[src/rtl/g711_pkg.sv]
// Package for the G.711 companding codec.
// Holds the law and operation codes and the companding constants.
// No dependencies.
package g711_pkg;

  localparam logic LAW_MU = 1'b0;
  localparam logic LAW_A  = 1'b1;

  localparam logic OP_ENC = 1'b0;
  localparam logic OP_DEC = 1'b1;

  localparam logic [11:0] A_MAG_MAX  = 12'hFFF;
  localparam logic [12:0] MU_MAG_MAX = 13'h1FFF;
  localparam logic [5:0]  MU_BIAS    = 6'd33;
  localparam logic [7:0]  A_XOR      = 8'h55;

  localparam logic signed [13:0] SAMPLE_MAX = 14'sd8031;

endpackage

[src/rtl/g711_companding_codec_core.sv]
// G.711 codec top level: three-stage pipeline for A-law and mu-law words.
// Throughput one word per cycle while out_ready is high; a stall at the output backs up through the stages.
// Stage 1 takes magnitude and saturation, stage 2 the segment search and decode
// expansion, stage 3 the code build and signed result into the output register.
// Reset clears all stage valid bits and sets the law register to A-law.
// Depends on g711_pkg and g711_enc.
module g711_companding_codec_core
  import g711_pkg::*;
(
  input  logic               clk,
  input  logic               rst,
  input  logic               cfg_valid,
  output logic               cfg_ready,
  input  logic               cfg_law,
  input  logic               in_valid,
  output logic               in_ready,
  input  logic               op,
  input  logic signed [15:0] sample_in,
  input  logic        [7:0]  code_in,
  output logic               out_valid,
  input  logic               out_ready,
  output logic        [7:0]  code_out,
  output logic signed [13:0] sample_out
);

  typedef struct packed {
    logic        op;
    logic        law;
    logic        sign;
    logic [12:0] mag;
    logic [7:0]  n;
  } s1_t;

  typedef struct packed {
    logic        op;
    logic        law;
    logic        sign;
    logic [2:0]  seg;
    logic [3:0]  mant;
    logic        dneg;
    logic [12:0] dval;
  } s2_t;

  logic law;
  logic valid1, valid2, valid3;
  logic adv1, adv2, adv3;
  s1_t  s1, s1_next;
  s2_t  s2, s2_next;
  logic [7:0]         code_next;
  logic signed [13:0] sample_next;

  logic [15:0] abs16;
  logic [16:0] mu_sum;
  logic [2:0]  eseg;
  logic [3:0]  emant;
  logic [2:0]  dseg;
  logic [3:0]  dmant;
  logic [7:0]  cw;
  logic [13:0] val14;

  assign cfg_ready = 1'b1;
  assign adv3      = !valid3 || out_ready;
  assign adv2      = !valid2 || adv3;
  assign adv1      = !valid1 || adv2;
  assign in_ready  = adv1;
  assign out_valid = valid3;

  always_ff @(posedge clk) begin
    if (rst) begin
      law    <= LAW_A;
      valid1 <= 1'b0;
      valid2 <= 1'b0;
      valid3 <= 1'b0;
    end else begin
      if (cfg_valid && cfg_ready) begin
        law <= cfg_law;
      end
      if (adv1) begin
        valid1 <= in_valid;
      end
      if (adv2) begin
        valid2 <= valid1;
      end
      if (adv3) begin
        valid3 <= valid2;
      end
    end
  end

  // Stage 1: magnitude, saturation, code unmasking
  always_comb begin
    abs16  = sample_in[15] ? ($unsigned(~sample_in) + 16'd1) : $unsigned(sample_in);
    mu_sum = {1'b0, abs16} + 17'(MU_BIAS);
    s1_next.op   = op;
    s1_next.law  = law;
    s1_next.sign = sample_in[15];
    if (law == LAW_A) begin
      s1_next.mag = (abs16 > 16'(A_MAG_MAX)) ? {1'b0, A_MAG_MAX} : abs16[12:0];
      s1_next.n   = code_in ^ A_XOR;
    end else begin
      s1_next.mag = (mu_sum > 17'(MU_MAG_MAX)) ? MU_MAG_MAX : mu_sum[12:0];
      s1_next.n   = ~code_in;
    end
  end

  always_ff @(posedge clk) begin
    if (adv1) begin
      s1 <= s1_next;
    end
  end

  // Stage 2: segment search and decode expansion
  g711_enc u_enc (
    .law  (s1.law),
    .mag  (s1.mag),
    .seg  (eseg),
    .mant (emant)
  );

  always_comb begin
    dseg  = s1.n[6:4];
    dmant = s1.n[3:0];
    s2_next.op   = s1.op;
    s2_next.law  = s1.law;
    s2_next.sign = s1.sign;
    s2_next.seg  = eseg;
    s2_next.mant = emant;
    s2_next.dneg = s1.n[7];
    if (s1.law == LAW_A) begin
      if (dseg == 3'd0) begin
        s2_next.dval = {8'd0, dmant, 1'b1};
      end else begin
        s2_next.dval = (13'd1 << ({1'b0, dseg} + 4'd4))
                     | ({9'd0, dmant} << dseg)
                     | (13'd1 << (dseg - 3'd1));
      end
    end else begin
      s2_next.dval = (13'd1 << ({1'b0, dseg} + 4'd5))
                   | ({9'd0, dmant} << ({1'b0, dseg} + 4'd1))
                   | (13'd1 << dseg);
    end
  end

  always_ff @(posedge clk) begin
    if (adv2) begin
      s2 <= s2_next;
    end
  end

  // Stage 3: code build, bias removal and sign
  always_comb begin
    cw = {s2.sign, s2.seg, s2.mant};
    if (s2.law == LAW_A) begin
      val14 = {1'b0, s2.dval};
    end else begin
      val14 = {1'b0, s2.dval} - 14'(MU_BIAS);
    end
    if (s2.op == OP_ENC) begin
      code_next   = (s2.law == LAW_A) ? (cw ^ A_XOR) : ~cw;
      sample_next = 14'sd0;
    end else begin
      code_next   = 8'd0;
      sample_next = s2.dneg ? -$signed(val14) : $signed(val14);
    end
  end

  always_ff @(posedge clk) begin
    if (adv3) begin
      code_out   <= code_next;
      sample_out <= sample_next;
    end
  end

  a_full_stall: assert property (@(posedge clk) disable iff (rst)
    !in_ready |-> (valid1 && valid2 && valid3 && !out_ready))
    else $error("input stalled while the pipeline has room");

  a_advance: assert property (@(posedge clk) disable iff (rst)
    (valid1 && adv2) |=> valid2)
    else $error("stage 1 word lost on advance");

  a_hold: assert property (@(posedge clk) disable iff (rst)
    (valid2 && !adv2) |=> (valid2 && $stable(s2)))
    else $error("stage 2 word changed while stalled");

  a_range: assert property (@(posedge clk) disable iff (rst)
    out_valid |-> (sample_out <= SAMPLE_MAX && sample_out >= -SAMPLE_MAX))
    else $error("decoded sample out of range");

  a_exclusive: assert property (@(posedge clk) disable iff (rst)
    out_valid |-> (code_out == 8'd0 || sample_out == 14'sd0))
    else $error("both result fields nonzero");

endmodule

[src/rtl/g711_enc.sv]
// Encoder segment unit: leading-one search and mantissa extract.
// Takes a saturated magnitude and the law; depends on g711_pkg.
module g711_enc
  import g711_pkg::*;
(
  input  logic        law,
  input  logic [12:0] mag,
  output logic [2:0]  seg,
  output logic [3:0]  mant
);

  logic [2:0]  seg_a;
  logic [2:0]  seg_m;
  logic [3:0]  sh;
  logic [12:0] shifted;

  always_comb begin
    seg_a = 3'd0;
    for (int i = 0; i < 7; i++) begin
      if (mag[i+5]) begin
        seg_a = 3'(i + 1);
      end
    end
    seg_m = 3'd0;
    for (int i = 0; i < 8; i++) begin
      if (mag[i+5]) begin
        seg_m = 3'(i);
      end
    end
    if (law == LAW_A) begin
      seg = seg_a;
      sh  = (seg_a == 3'd0) ? 4'd1 : {1'b0, seg_a};
    end else begin
      seg = seg_m;
      sh  = {1'b0, seg_m} + 4'd1;
    end
    shifted = mag >> sh;
    mant    = shifted[3:0];
  end

endmodule

[config.mk]
export PLATFORM = sky130hd
export DESIGN_NAME = g711_companding_codec_core
export DESIGN_NICKNAME = d
export VERILOG_FILES = /design/src/rtl/g711_pkg.sv /design/src/rtl/g711_companding_codec_core.sv /design/src/rtl/g711_enc.sv
export SDC_FILE = /design/constraint.sdc
export NUM_CORES = 1
export LEC_CHECK = 0
export ABC_AREA = 1
export BUFFER_PORTS_ARGS = -buffer_cell sky130_fd_sc_hd__buf_4
export CORE_ASPECT_RATIO = 0.75
export CORE_MARGIN = 4
export CORE_UTILIZATION = 45
export CTS_CLUSTER_DIAMETER = 120
export DETAILED_ROUTE_END_ITERATION = 8
export SETUP_SLACK_MARGIN = 0.05
export SLEW_MARGIN = 30
export SYNTH_ARGS = -nofsm -noshare
export SYNTH_HDL_FRONTEND = slang
export SYNTH_SLANG_ARGS = --single-unit
[constraint.sdc]
create_clock -name clk -period 2.8 [get_ports clk]
set_input_delay 0.28 -clock clk [delete_from_list [all_inputs] [get_ports clk]]
set_output_delay 0.28 -clock clk [all_outputs]
set_load 0.02 [all_outputs]
* Word level (Yosys, flattened, before mapping) *
Cells that the tools add are included.

storage, ports and cells
  flip-flop bits (word level) = 74
  input bits = 31
  output and inout bits = 25
  logic and storage cells = 79

cells by class
  add/sub/neg operators = 9
  order comparisons = 2
  shift operators = 7
  muxes and demuxes = 26
  bitwise logic cells = 9
  reduce and logical (&&, ||, !) cells = 8

operators by type and width
  kind                     count
  $mux W13                 4
  $or A13 B13 Y13          4
  $mux W3                  12
  $mux W14                 2
  $shl A1 B3 Y13 const A   2
  $shl A1 B4 Y13 const A   2
  $mux W21                 1
  $add A16 B6 Y17 const B  1
  $gt A17 B13 Y1 const B   1
  $add A16 B1 Y16 const B  1
  $gt A16 B12 Y1 const B   1
  $mux W16                 1
  $not A16 Y16             1
  $not A8 Y8               2
  $neg A14 Y14             1
  $sub A13 B6 Y14 const B  1
  $shl A4 B3 Y13           1
  $shl A4 B4 Y13           1
  $shr A13 B4 Y4           1
  $add A3 B1 Y4 const B    2
  $add A3 B3 Y4 const B    2
  $mux W8                  1
  $not A4 Y4               2
  $logic_not A3 Y1         2
  other kinds (6)          12

* Depth between registers and ports, before layout *
Gate-level depths: netlist of the first run.

  depth in word-level cells = 11
  mapped depth = 22
  mapped depth without buffers = 21

* Hierarchy *
From an unflattened synthesis of the first run, not the netlist that was laid out.

unflattened totals
  cell total of the unflattened synthesis = 800
  area, all modules = 5963.2 sq um

by module, submodules not included
  module                      instances  cells an instance  area an instance (sq um)  seq. area each (sq um)
  g711_companding_codec_core  1          668                5265.0                    2182.1
  g711_enc                    1          132                698.2                     0.0

* Worst setup path after synthesis of the first run *
OpenSTA, ideal clock, no wires.

  kind = input-to-reg
  from = input port sample_in[0]
  to = register s1[11] in the netlist's numbering (data pin)
  setup time = 0.249 ns
  arrival = 2.081 ns
  data required time = 2.551 ns
  slack = 0.470 ns
  stages on the path = 21
  path buffers = 1
  path through = inv_1 -> ha_1 -> inv_1 -> nand2_1 -> nand2_1 -> inv_1 -> ha_1 -> nand2_1 -> inv_2 -> nand3_4 -> nand2_2 -> nand2_4 -> inv_2 -> nand3_1 -> nand2_1 -> nand3_2 -> nor2_4 -> buf_8 -> nand3_2 -> nand2_1 -> inv_1

RTL lines
  item                  RTL line                           source
  from (decl)           g711_companding_codec_core.sv:18   input logic signed [15:0] sample_in,
  to (signal assigned)  g711_companding_codec_core.sv:108  s1 <= s1_next;
  to (decl)             g711_companding_codec_core.sv:47   s1_t s1, s1_next;

* Worst setup path in the final report of the first run *
  from = register s1[16] in the netlist's numbering
  to = register s2 (netlist bit cw[0]) (data pin)

between the ends
  cells in the longest elaborated chain, start to end = 8
  elaborated cells between the ends (all ways) = 14
  classes of those cells = add/sub (1); shift (1); mux (11); reduce/logical (1)

ends and longest elaborated chain
  item                                            RTL line                           source
  $mux W2 or $mux W3 (tied branches)              g711_enc.sv:26, g711_enc.sv:20
  $mux W3, on equally long branches (3 in a row)  g711_enc.sv:26, g711_enc.sv:20
  $mux W3 or $logic_not A3 Y1 (tied branches)     g711_enc.sv:26, g711_enc.sv:32
  $add A3 B1 Y4 or $mux W3 (tied branches)        g711_enc.sv:35, g711_enc.sv:32
  $mux W4                                         g711_enc.sv:30                     if (law == LAW_A) begin
  $shr A13 B4 Y4 (*)                              g711_enc.sv:37                     shifted = mag >> sh;
  named net emant[0]                              g711_companding_codec_core.sv:55   logic [3:0] emant;
  to (signal assigned)                            g711_companding_codec_core.sv:146  s2 <= s2_next;
  to (decl)                                       g711_companding_codec_core.sv:48   s2_t s2, s2_next;

Mark *: on every way through the listed nets, which the timed path passes. The rest lies on a longest branch.
A chain may end at the register's enable or synchronous reset.

==> run_summary.xml, run 1 <==
<?xml version="1.0" encoding="UTF-8"?>
<metrics>
  <group name="hold_path">
    <metric name="worstHoldStart" unit="">op</metric>
    <metric name="worst_hold_path.num_cells" unit="">1</metric>
    <metric name="hold-path-endpoint" unit="">s1[23]</metric>
    <metric name="timing.hold.worst.class" unit="">in2reg</metric>
  </group>
  <group name="drt">
    <metric name="route.vias.total" unit="">5254</metric>
    <metric name="routed_wire_length_per_instance" unit="um">13.47</metric>
    <metric name="drcViolationCount" unit="">0</metric>
    <metric name="drt_first_pass_iters" unit="">5</metric>
    <metric name="vias_per_cell" unit="">5.151</metric>
    <metric name="drt_iter0_drc" unit="">438</metric>
    <metric name="drtAntennaViolNets" unit="">0</metric>
    <metric name="final_wirelength" unit="um">13740</metric>
  </group>
  <group name="placed_design">
    <metric name="placement.io_buffers" unit="">54</metric>
    <metric name="place_inst" unit="">1002</metric>
    <metric name="gp_congestion" unit="">0.8525</metric>
    <metric name="place.detailed.hpwl" unit="um">10900</metric>
  </group>
  <group name="logic_synthesis">
    <metric name="post_synth_instance_area" unit="um^2">5837</metric>
    <metric name="yosysTopAreaCellShare" unit="">0.3601</metric>
    <metric name="post_synth_num_cell_types" unit="">53</metric>
    <metric name="synth.most_common_cell" unit="">sky130_fd_sc_hd__nand2_1</metric>
    <metric name="ys_async_sr_fraction" unit="">0</metric>
    <metric name="flop_and_latch_count_out_of_synthesis" unit="">74</metric>
    <metric name="yosys_most_used_dff" unit="">sky130_fd_sc_hd__edfxtp_1</metric>
    <metric name="ranking_of_synthesized_cells_by_area" unit="">sky130_fd_sc_hd__edfxtp_1 36%, sky130_fd_sc_hd__nand2_1 11%, sky130_fd_sc_hd__inv_1 7.7%</metric>
    <metric name="synth_enable_flop_cells" unit="">70</metric>
    <metric name="yosysSeqAreaShare" unit="">0.3738</metric>
    <metric name="post_synth_inst_count" unit="">783</metric>
    <metric name="syn-mean-instance-area" unit="um^2">7.454</metric>
    <metric name="mappedNetlistNets" unit="">833</metric>
    <metric name="post-synth-top-area-cell" unit="">sky130_fd_sc_hd__edfxtp_1</metric>
    <metric name="synth_warnings" unit="">0</metric>
    <metric name="synth_common_cells" unit="">175 x sky130_fd_sc_hd__nand2_1, 120 x sky130_fd_sc_hd__inv_1, 71 x sky130_fd_sc_hd__nor2_1</metric>
  </group>
  <group name="critical_path">
    <metric name="ff2ff_setup_slack" unit="ns">0.36</metric>
    <metric name="worst_setup_path_startpoint" unit="">s1[16]</metric>
    <metric name="end_kind" unit="">flop</metric>
    <metric name="r2r.worst_path.cells" unit="">15</metric>
    <metric name="required_time_at_the_worst_slack_endpoint" unit="ns">2.89</metric>
    <metric name="critical_path_arrival" unit="ns">2.53</metric>
    <metric name="worst-path-max-fanout" unit="">7</metric>
    <metric name="critical_path.startpoint_type" unit="">flop</metric>
    <metric name="regToRegEndpoint" unit="">cw[0]</metric>
    <metric name="crit_type" unit="">reg2reg</metric>
    <metric name="reg2reg_from" unit="">s1[16]</metric>
  </group>
  <group name="power">
    <metric name="pwr_density_cell" unit="nW/um^2">549.4</metric>
    <metric name="pwr-share-seq" unit="">0.389</metric>
    <metric name="combinationalPowerShare" unit="">0.281</metric>
    <metric name="power_switching" unit="mW">1.204</metric>
    <metric name="intPower" unit="mW">2.542</metric>
    <metric name="power.clock.fraction" unit="">0.330</metric>
    <metric name="irDropWorstVdd" unit="V">0.0002895</metric>
    <metric name="power.leakage" unit="nW">3.113</metric>
    <metric name="sw_frac_of_total" unit="">0.3214</metric>
  </group>
  <group name="global_routing">
    <metric name="pin_count_of_the_biggest_net_entering_global_routing" unit="">26</metric>
    <metric name="grt_pass1_wl" unit="um">23660</metric>
    <metric name="antenna_found_initial" unit="">0</metric>
    <metric name="grt_use_total" unit="">0.1925</metric>
    <metric name="via_count_of_the_first_global_routing_pass" unit="">5139</metric>
    <metric name="grt_remaining_overflow" unit="">0</metric>
  </group>
  <group name="clock_network">
    <metric name="tritoncts.num_buffers" unit="">9</metric>
    <metric name="clock_latency" unit="ns">0.34</metric>
    <metric name="cts_max_path_buffers" unit="">2</metric>
    <metric name="cts.reportedPaths.clkPinSlew" unit="ns">0.06</metric>
    <metric name="clock_sinks" unit="">74</metric>
    <metric name="clock-root-buffer" unit="">sky130_fd_sc_hd__clkbuf_16</metric>
    <metric name="hold_fix_buffers_at_cts" unit="">0</metric>
    <metric name="tritoncts" unit="">yes</metric>
    <metric name="htreeDepth" unit="">3</metric>
  </group>
  <group name="layout">
    <metric name="register_area" unit="um^2">2182</metric>
    <metric name="final_layout_size_suffix_gt1_frac" unit="">0.1920</metric>
    <metric name="instances_no_fill" unit="">1020</metric>
    <metric name="area_growth_syn_to_layout" unit="%">16.83</metric>
    <metric name="multiInputGateArea" unit="um^2">3022</metric>
    <metric name="fillCellCount" unit="">1211</metric>
    <metric name="final_core_density" unit="">0.5464</metric>
    <metric name="antenna_cells_inserted" unit="">0</metric>
    <metric name="final_nets" unit="">899</metric>
  </group>
  <group name="timing">
    <metric name="finalClockSkew" unit="ns">0.006924</metric>
    <metric name="hold_viol" unit="">0</metric>
    <metric name="fmaxAchievable" unit="MHz">409.3</metric>
    <metric name="timing.final.crit_period" unit="ns">2.443</metric>
    <metric name="totalNegativeSetupSlack" unit="ns">0</metric>
    <metric name="setup-violations-final" unit="">0</metric>
    <metric name="worst-slew-pin-transition" unit="ns">0.9009</metric>
    <metric name="grt_setup_unrepaired" unit="">no</metric>
    <metric name="final_min_period_over_clock_period" unit="">0.8725</metric>
    <metric name="maxSlewHeadroom" unit="">0.3987</metric>
    <metric name="max_slew_violation_count" unit="">0</metric>
  </group>
  <group name="floorplan">
    <metric name="area_of_the_die" unit="um^2">14880</metric>
    <metric name="die_x" unit="um">139.5</metric>
    <metric name="io_pins" unit="">56</metric>
    <metric name="core_area" unit="um^2">12480</metric>
    <metric name="floorplan.initialDensity" unit="">0.4677</metric>
    <metric name="standard_cell_row_count" unit="">35</metric>
    <metric name="die_h" unit="um">106.6</metric>
  </group>
  <group name="status">
    <metric name="outcome" unit="">complete, no violations</metric>
  </group>
  <group name="job">
    <metric name="cap_violations" unit="">0</metric>
  </group>
</metrics>
[cell type report]
cell class,instances,area share
multi-input cells,556,0.4431
clock inverters,7,0.01358
flip-flops and latches,74,0.3200
clock buffers,9,0.03303
inverters,133,0.07358
repair buffers,75,0.08624
well taps,166,0.03046
[registers in the layout (all words and copies together) (netlist names), 3 cells and up]
signal	count
code_out	8
cw	8
dmant	4
dseg	3
s1	17
s2	16
sample_out	14
[power by group through the flow]
stage	Clock [mW]	Sequential [mW]	Combinational, mW
after global placement	0	1.48	1.03
final	1.23	1.46	1.05
after detailed placement	0	1.48	1.04
after global routing	1.31	1.48	1.19
after CTS	1.26	1.46	1.04
after floorplan	0	1.52	0.673
[cell usage in the layout, fill, tap and decap left out, types with 6 or more instances in the layout]
cell,Yosys,routed
sky130_fd_sc_hd__xnor2_1,7,7
sky130_fd_sc_hd__o211ai_1,8,8
sky130_fd_sc_hd__nor2_2,9,9
sky130_fd_sc_hd__clkbuf_16,0,9
sky130_fd_sc_hd__edfxtp_1,70,70
sky130_fd_sc_hd__nand3_1,48,48
sky130_fd_sc_hd__ha_1,19,19
sky130_fd_sc_hd__o22ai_1,6,6
sky130_fd_sc_hd__nor3_1,11,11
sky130_fd_sc_hd__a21oi_1,32,32
sky130_fd_sc_hd__xor2_1,13,13
sky130_fd_sc_hd__inv_2,8,9
sky130_fd_sc_hd__o21ai_0,67,67
sky130_fd_sc_hd__nand2_2,24,24
sky130_fd_sc_hd__nand2_1,175,175
sky130_fd_sc_hd__nor2_1,71,71
sky130_fd_sc_hd__nand3_2,16,16
sky130_fd_sc_hd__nand4_1,6,6
sky130_fd_sc_hd__inv_1,120,119
sky130_fd_sc_hd__buf_4,3,73
[critical path, cell delays in order, from the launching register on]
cell and delay [ns]:
sky130_fd_sc_hd__edfxtp_1 0.41, sky130_fd_sc_hd__inv_1 0.12, sky130_fd_sc_hd__o21ai_0 0.09, sky130_fd_sc_hd__nand2_1 0.07, sky130_fd_sc_hd__nand2_1 0.04, sky130_fd_sc_hd__nand2_1 0.10
sky130_fd_sc_hd__nand2_1 0.12, sky130_fd_sc_hd__ha_1 0.24, sky130_fd_sc_hd__o21ai_0 0.20, sky130_fd_sc_hd__nand2_1 0.14, sky130_fd_sc_hd__inv_2 0.13, sky130_fd_sc_hd__nor2_1 0.05
sky130_fd_sc_hd__inv_1 0.12, sky130_fd_sc_hd__o221ai_1 0.14, sky130_fd_sc_hd__o21ai_0 0.18, sky130_fd_sc_hd__inv_1 0.06
[stage by stage]
step | hold slack, ns | total power [mW] | worst slack [ns] | instance area, um^2
2_1_floorplan | 0.3491 | 2.197 | 0.4702 | 5837
3_3_place_gp | 0.4037 | 2.508 | 0.2811 | 6482
3_5_place_dp | 0.4075 | 2.522 | 0.1649 | 6482
4_1_cts | 0.1236 | 3.763 | 0.3526 | 6800
5_1_grt | 0.1182 | 3.977 | 0.05816 | 6819
6_report | 0.1305 | 3.746 | 0.3570 | 6819
[cell families after synthesis]
logic type / Yosys count / synth area share
AO/OA/AOI/OAI: 143 / 0.1451
buffers and inverters: 153 / 0.1091
AND/OR/NAND/NOR: 373 / 0.3005
adder cells (fa/ha/maj): 19 / 0.04073
other: 1 / 0.0006425
XOR/XNOR: 20 / 0.03001
flip-flops: 74 / 0.3738
[timing repair]
item,4_1_cts,5_1_grt
resized for setup,0,2
buffers inserted,0,2
setup endpoints to repair,0,2
[metal layers]
metal	part of all wire	track usage	up-vias
met1	0.46	0.2486	2404
met3	0.041	0.03121	13
met4	0.012	0.05307	0
met5	0	0	-
li1	-	-	2714
met2	0.49	0.3366	123
[worst max path at each step]
stage	end	depth (start not counted)
2_1_floorplan	s1[11]	21
3_3_place_gp	s1[20]	22
3_5_place_dp	s1[11]	22
4_1_cts	cw[0]	15
5_1_grt	cw[0]	15
6_report	cw[0]	15
Note: power is estimated with default switching activity, not from simulation.
==> run 2: changes to the inputs <==
==> constraint.sdc (replaced) <==
create_clock -name clk -period 3 [get_ports clk]
set_input_delay 0.3 -clock clk [delete_from_list [all_inputs] [get_ports clk]]
set_output_delay 0.3 -clock clk [all_outputs]
set_load 0.02 [all_outputs]
==> run_summary.xml, run 2 (synthesized netlist as in run 1, its figures left out) <==
<?xml version="1.0" encoding="UTF-8"?>
<metrics>
  <group name="status">
    <metric name="outcome" unit="">complete, no violations</metric>
  </group>
  <group name="drt">
    <metric name="routed_wire_length_per_instance" unit="um">13.87</metric>
    <metric name="route.vias.total" unit="">5325</metric>
    <metric name="drt_iter0_drc" unit="">450</metric>
    <metric name="drtAntennaViolNets" unit="">0</metric>
    <metric name="vias_per_cell" unit="">5.262</metric>
    <metric name="drt_first_pass_iters" unit="">5</metric>
    <metric name="drcViolationCount" unit="">0</metric>
    <metric name="final_wirelength" unit="um">14040</metric>
  </group>
  <group name="power">
    <metric name="sw_frac_of_total" unit="">0.3217</metric>
    <metric name="power_switching" unit="mW">1.121</metric>
    <metric name="intPower" unit="mW">2.363</metric>
    <metric name="pwr-share-seq" unit="">0.393</metric>
    <metric name="irDropWorstVdd" unit="V">0.0003108</metric>
    <metric name="power.leakage" unit="nW">3.066</metric>
    <metric name="combinationalPowerShare" unit="">0.278</metric>
    <metric name="power.clock.fraction" unit="">0.328</metric>
    <metric name="pwr_density_cell" unit="nW/um^2">517.2</metric>
  </group>
  <group name="timing">
    <metric name="max_slew_violation_count" unit="">0</metric>
    <metric name="hold_slack" unit="ns">0.1531</metric>
    <metric name="grt_setup_unrepaired" unit="">no</metric>
    <metric name="finalWorstSetupSlack" unit="ns">0.4103</metric>
    <metric name="final_min_period_over_clock_period" unit="">0.8632</metric>
    <metric name="finalClockSkew" unit="ns">0.006614</metric>
    <metric name="hold_viol" unit="">0</metric>
    <metric name="fmaxAchievable" unit="MHz">386.1</metric>
    <metric name="worst-slew-pin-transition" unit="ns">0.8582</metric>
    <metric name="totalNegativeSetupSlack" unit="ns">0</metric>
    <metric name="setup-violations-final" unit="">0</metric>
    <metric name="timing.final.crit_period" unit="ns">2.590</metric>
    <metric name="maxSlewHeadroom" unit="">0.4243</metric>
  </group>
  <group name="critical_path">
    <metric name="slowest_stage_delay_on_critical_path" unit="ns">0.41</metric>
    <metric name="critPathMostFrequentCell" unit="">sky130_fd_sc_hd__nand2_1</metric>
    <metric name="regToRegEndpoint" unit="">cw[0]</metric>
    <metric name="reg2reg_from" unit="">s1[16]</metric>
    <metric name="critical_path_arrival" unit="ns">2.68</metric>
    <metric name="worst-path-max-fanout" unit="">9</metric>
    <metric name="required_time_at_the_worst_slack_endpoint" unit="ns">3.09</metric>
    <metric name="cp_slowest_cell" unit="">sky130_fd_sc_hd__edfxtp_1</metric>
    <metric name="ff2ff_setup_slack" unit="ns">0.41</metric>
    <metric name="critical_path.startpoint_type" unit="">flop</metric>
    <metric name="crit_type" unit="">reg2reg</metric>
    <metric name="end_kind" unit="">flop</metric>
    <metric name="r2r.worst_path.cells" unit="">15</metric>
    <metric name="crit_chain" unit="">inv_1 &gt; o21ai_0 &gt; nand2_1 &gt; nand2_1 &gt; nand2_1 &gt; nand2_1 &gt; ha_1 &gt; a21oi_4 &gt; inv_1 &gt; nand2_1 &gt; o21ai_0 &gt; nand2_1 &gt; o221ai_1 &gt; o21ai_0 &gt; inv_1</metric>
  </group>
  <group name="clock_network">
    <metric name="tritoncts" unit="">yes</metric>
    <metric name="clock_latency" unit="ns">0.33</metric>
    <metric name="cts_max_path_buffers" unit="">2</metric>
    <metric name="clock-root-buffer" unit="">sky130_fd_sc_hd__clkbuf_16</metric>
    <metric name="cts.reportedPaths.clkPinSlew" unit="ns">0.06</metric>
    <metric name="hold_fix_buffers_at_cts" unit="">0</metric>
    <metric name="clock_sinks" unit="">74</metric>
    <metric name="htreeDepth" unit="">3</metric>
    <metric name="tritoncts.num_buffers" unit="">9</metric>
  </group>
  <group name="floorplan">
    <metric name="standard_cell_row_count" unit="">35</metric>
    <metric name="io_pins" unit="">56</metric>
    <metric name="area_of_the_die" unit="um^2">14880</metric>
    <metric name="core_area" unit="um^2">12480</metric>
    <metric name="die_x" unit="um">139.5</metric>
    <metric name="floorplan.initialDensity" unit="">0.4677</metric>
    <metric name="die_h" unit="um">106.6</metric>
  </group>
  <group name="global_routing">
    <metric name="met2_usage" unit="">0.3262</metric>
    <metric name="antenna_found_initial" unit="">0</metric>
    <metric name="grt.busiest_layer" unit="">met2</metric>
    <metric name="grt_use_total" unit="">0.1945</metric>
    <metric name="grt_util_met3" unit="">0.03255</metric>
    <metric name="grt_use_met1" unit="">0.2583</metric>
    <metric name="pin_count_of_the_biggest_net_entering_global_routing" unit="">27</metric>
    <metric name="via_count_of_the_first_global_routing_pass" unit="">5167</metric>
    <metric name="grt_remaining_overflow" unit="">0</metric>
    <metric name="grt_pass1_wl" unit="um">23980</metric>
  </group>
  <group name="layout">
    <metric name="final_nets" unit="">891</metric>
    <metric name="antenna_cells_inserted" unit="">0</metric>
    <metric name="fin_area" unit="um^2">6736</metric>
    <metric name="largest_register_ffs" unit="">17</metric>
    <metric name="largestRegisters" unit="">s1 (17), s2 (16), sample_out (14)</metric>
    <metric name="mostFrequentLayoutCells" unit="">175 x sky130_fd_sc_hd__nand2_1, 119 x sky130_fd_sc_hd__inv_1, 71 x sky130_fd_sc_hd__nor2_1</metric>
    <metric name="most_common_library_cell_in_the_layout_ignoring_fill_and_taps" unit="">sky130_fd_sc_hd__nand2_1</metric>
    <metric name="regMostFlops" unit="">s1</metric>
    <metric name="area_growth_syn_to_layout" unit="%">15.41</metric>
    <metric name="final_layout_size_suffix_gt1_frac" unit="">0.1809</metric>
    <metric name="fillCellCount" unit="">1187</metric>
  </group>
  <group name="hold_path">
    <metric name="timing.hold.worst.class" unit="">in2reg</metric>
    <metric name="hold-path-endpoint" unit="">law</metric>
    <metric name="worstHoldStart" unit="">cfg_valid</metric>
    <metric name="worst_hold_path.num_cells" unit="">2</metric>
  </group>
  <group name="job">
    <metric name="cap_violations" unit="">0</metric>
  </group>
  <group name="placed_design">
    <metric name="place_worst_setup_slack" unit="ns">0.09312</metric>
    <metric name="gp_congestion" unit="">0.8901</metric>
    <metric name="place.detailed.hpwl" unit="um">10950</metric>
    <metric name="postPlaceCellArea" unit="um^2">6412</metric>
    <metric name="placement.io_buffers" unit="">54</metric>
  </group>
</metrics>
run 2: power groups by stage:
stage	combinational [mW]	clock, mW	sequential [mW]
2_1_floorplan	0.628	0	1.42
3_3_place_gp	0.944	0	1.39
3_5_place_dp	0.958	0	1.39
4_1_cts	0.963	1.17	1.37
5_1_grt	1.09	1.22	1.39
6_report	0.969	1.14	1.37
run 2: per-stage QoR:
| stage | instances | utilization | power, mW |
|---|---|---|---|
| after floorplan | 783 | - | 2.050 |
| after global placement | 996 | 0.5138 | 2.331 |
| after detailed placement | 996 | 0.5138 | 2.350 |
| after CTS | 1012 | 0.5391 | 3.501 |
| after global routing | 1012 | 0.5397 | 3.696 |
| final | 1012 | 0.5397 | 3.484 |
run 2: timing repair:
item	CTS	global route
buffers inserted	0	0
resized for setup	0	1
setup endpoints to repair	0	1
run 2: area by class of cell:
class | count | area, um^2 | share of cell area
Sequential cell | 74 | 2182 | 0.3239
Inverter | 133 | 501.7 | 0.07448
Clock buffer | 9 | 225.2 | 0.03343
Timing Repair Buffer | 67 | 503.0 | 0.07467
Clock inverter | 7 | 91.34 | 0.01356
Tap cell | 166 | 207.7 | 0.03083
Multi-Input combinational cell | 556 | 3025 | 0.4491
run 2: worst max-delay path by stage:
stage	start	end	slack (ns)
finish	s1[16]	cw[0]	0.41
global route	sample_in[0]	s1[20]	0.12
CTS	s1[16]	cw[0]	0.37
detailed placement	sample_in[0]	s1[20]	0.09
global placement	sample_in[0]	s1[20]	0.26
floorplan	sample_in[0]	s1[11]	0.65
run 2: critical path: cells and delay by family (launching register included):
kind | cells | cell delay (ns)
AND/OR/NAND/NOR | 6 | 0.46
adder cells (fa/ha/maj) | 1 | 0.34
AO/OA/AOI/OAI | 5 | 0.77
buffers and inverters | 3 | 0.35
flip-flops | 1 | 0.41
run 2: per-layer routing:
layer / share of wire / vias up
li1: - / 2695
met1: 0.46 / 2461
met2: 0.48 / 151
met3: 0.038 / 18
met4: 0.019 / 0
met5: 0 / -
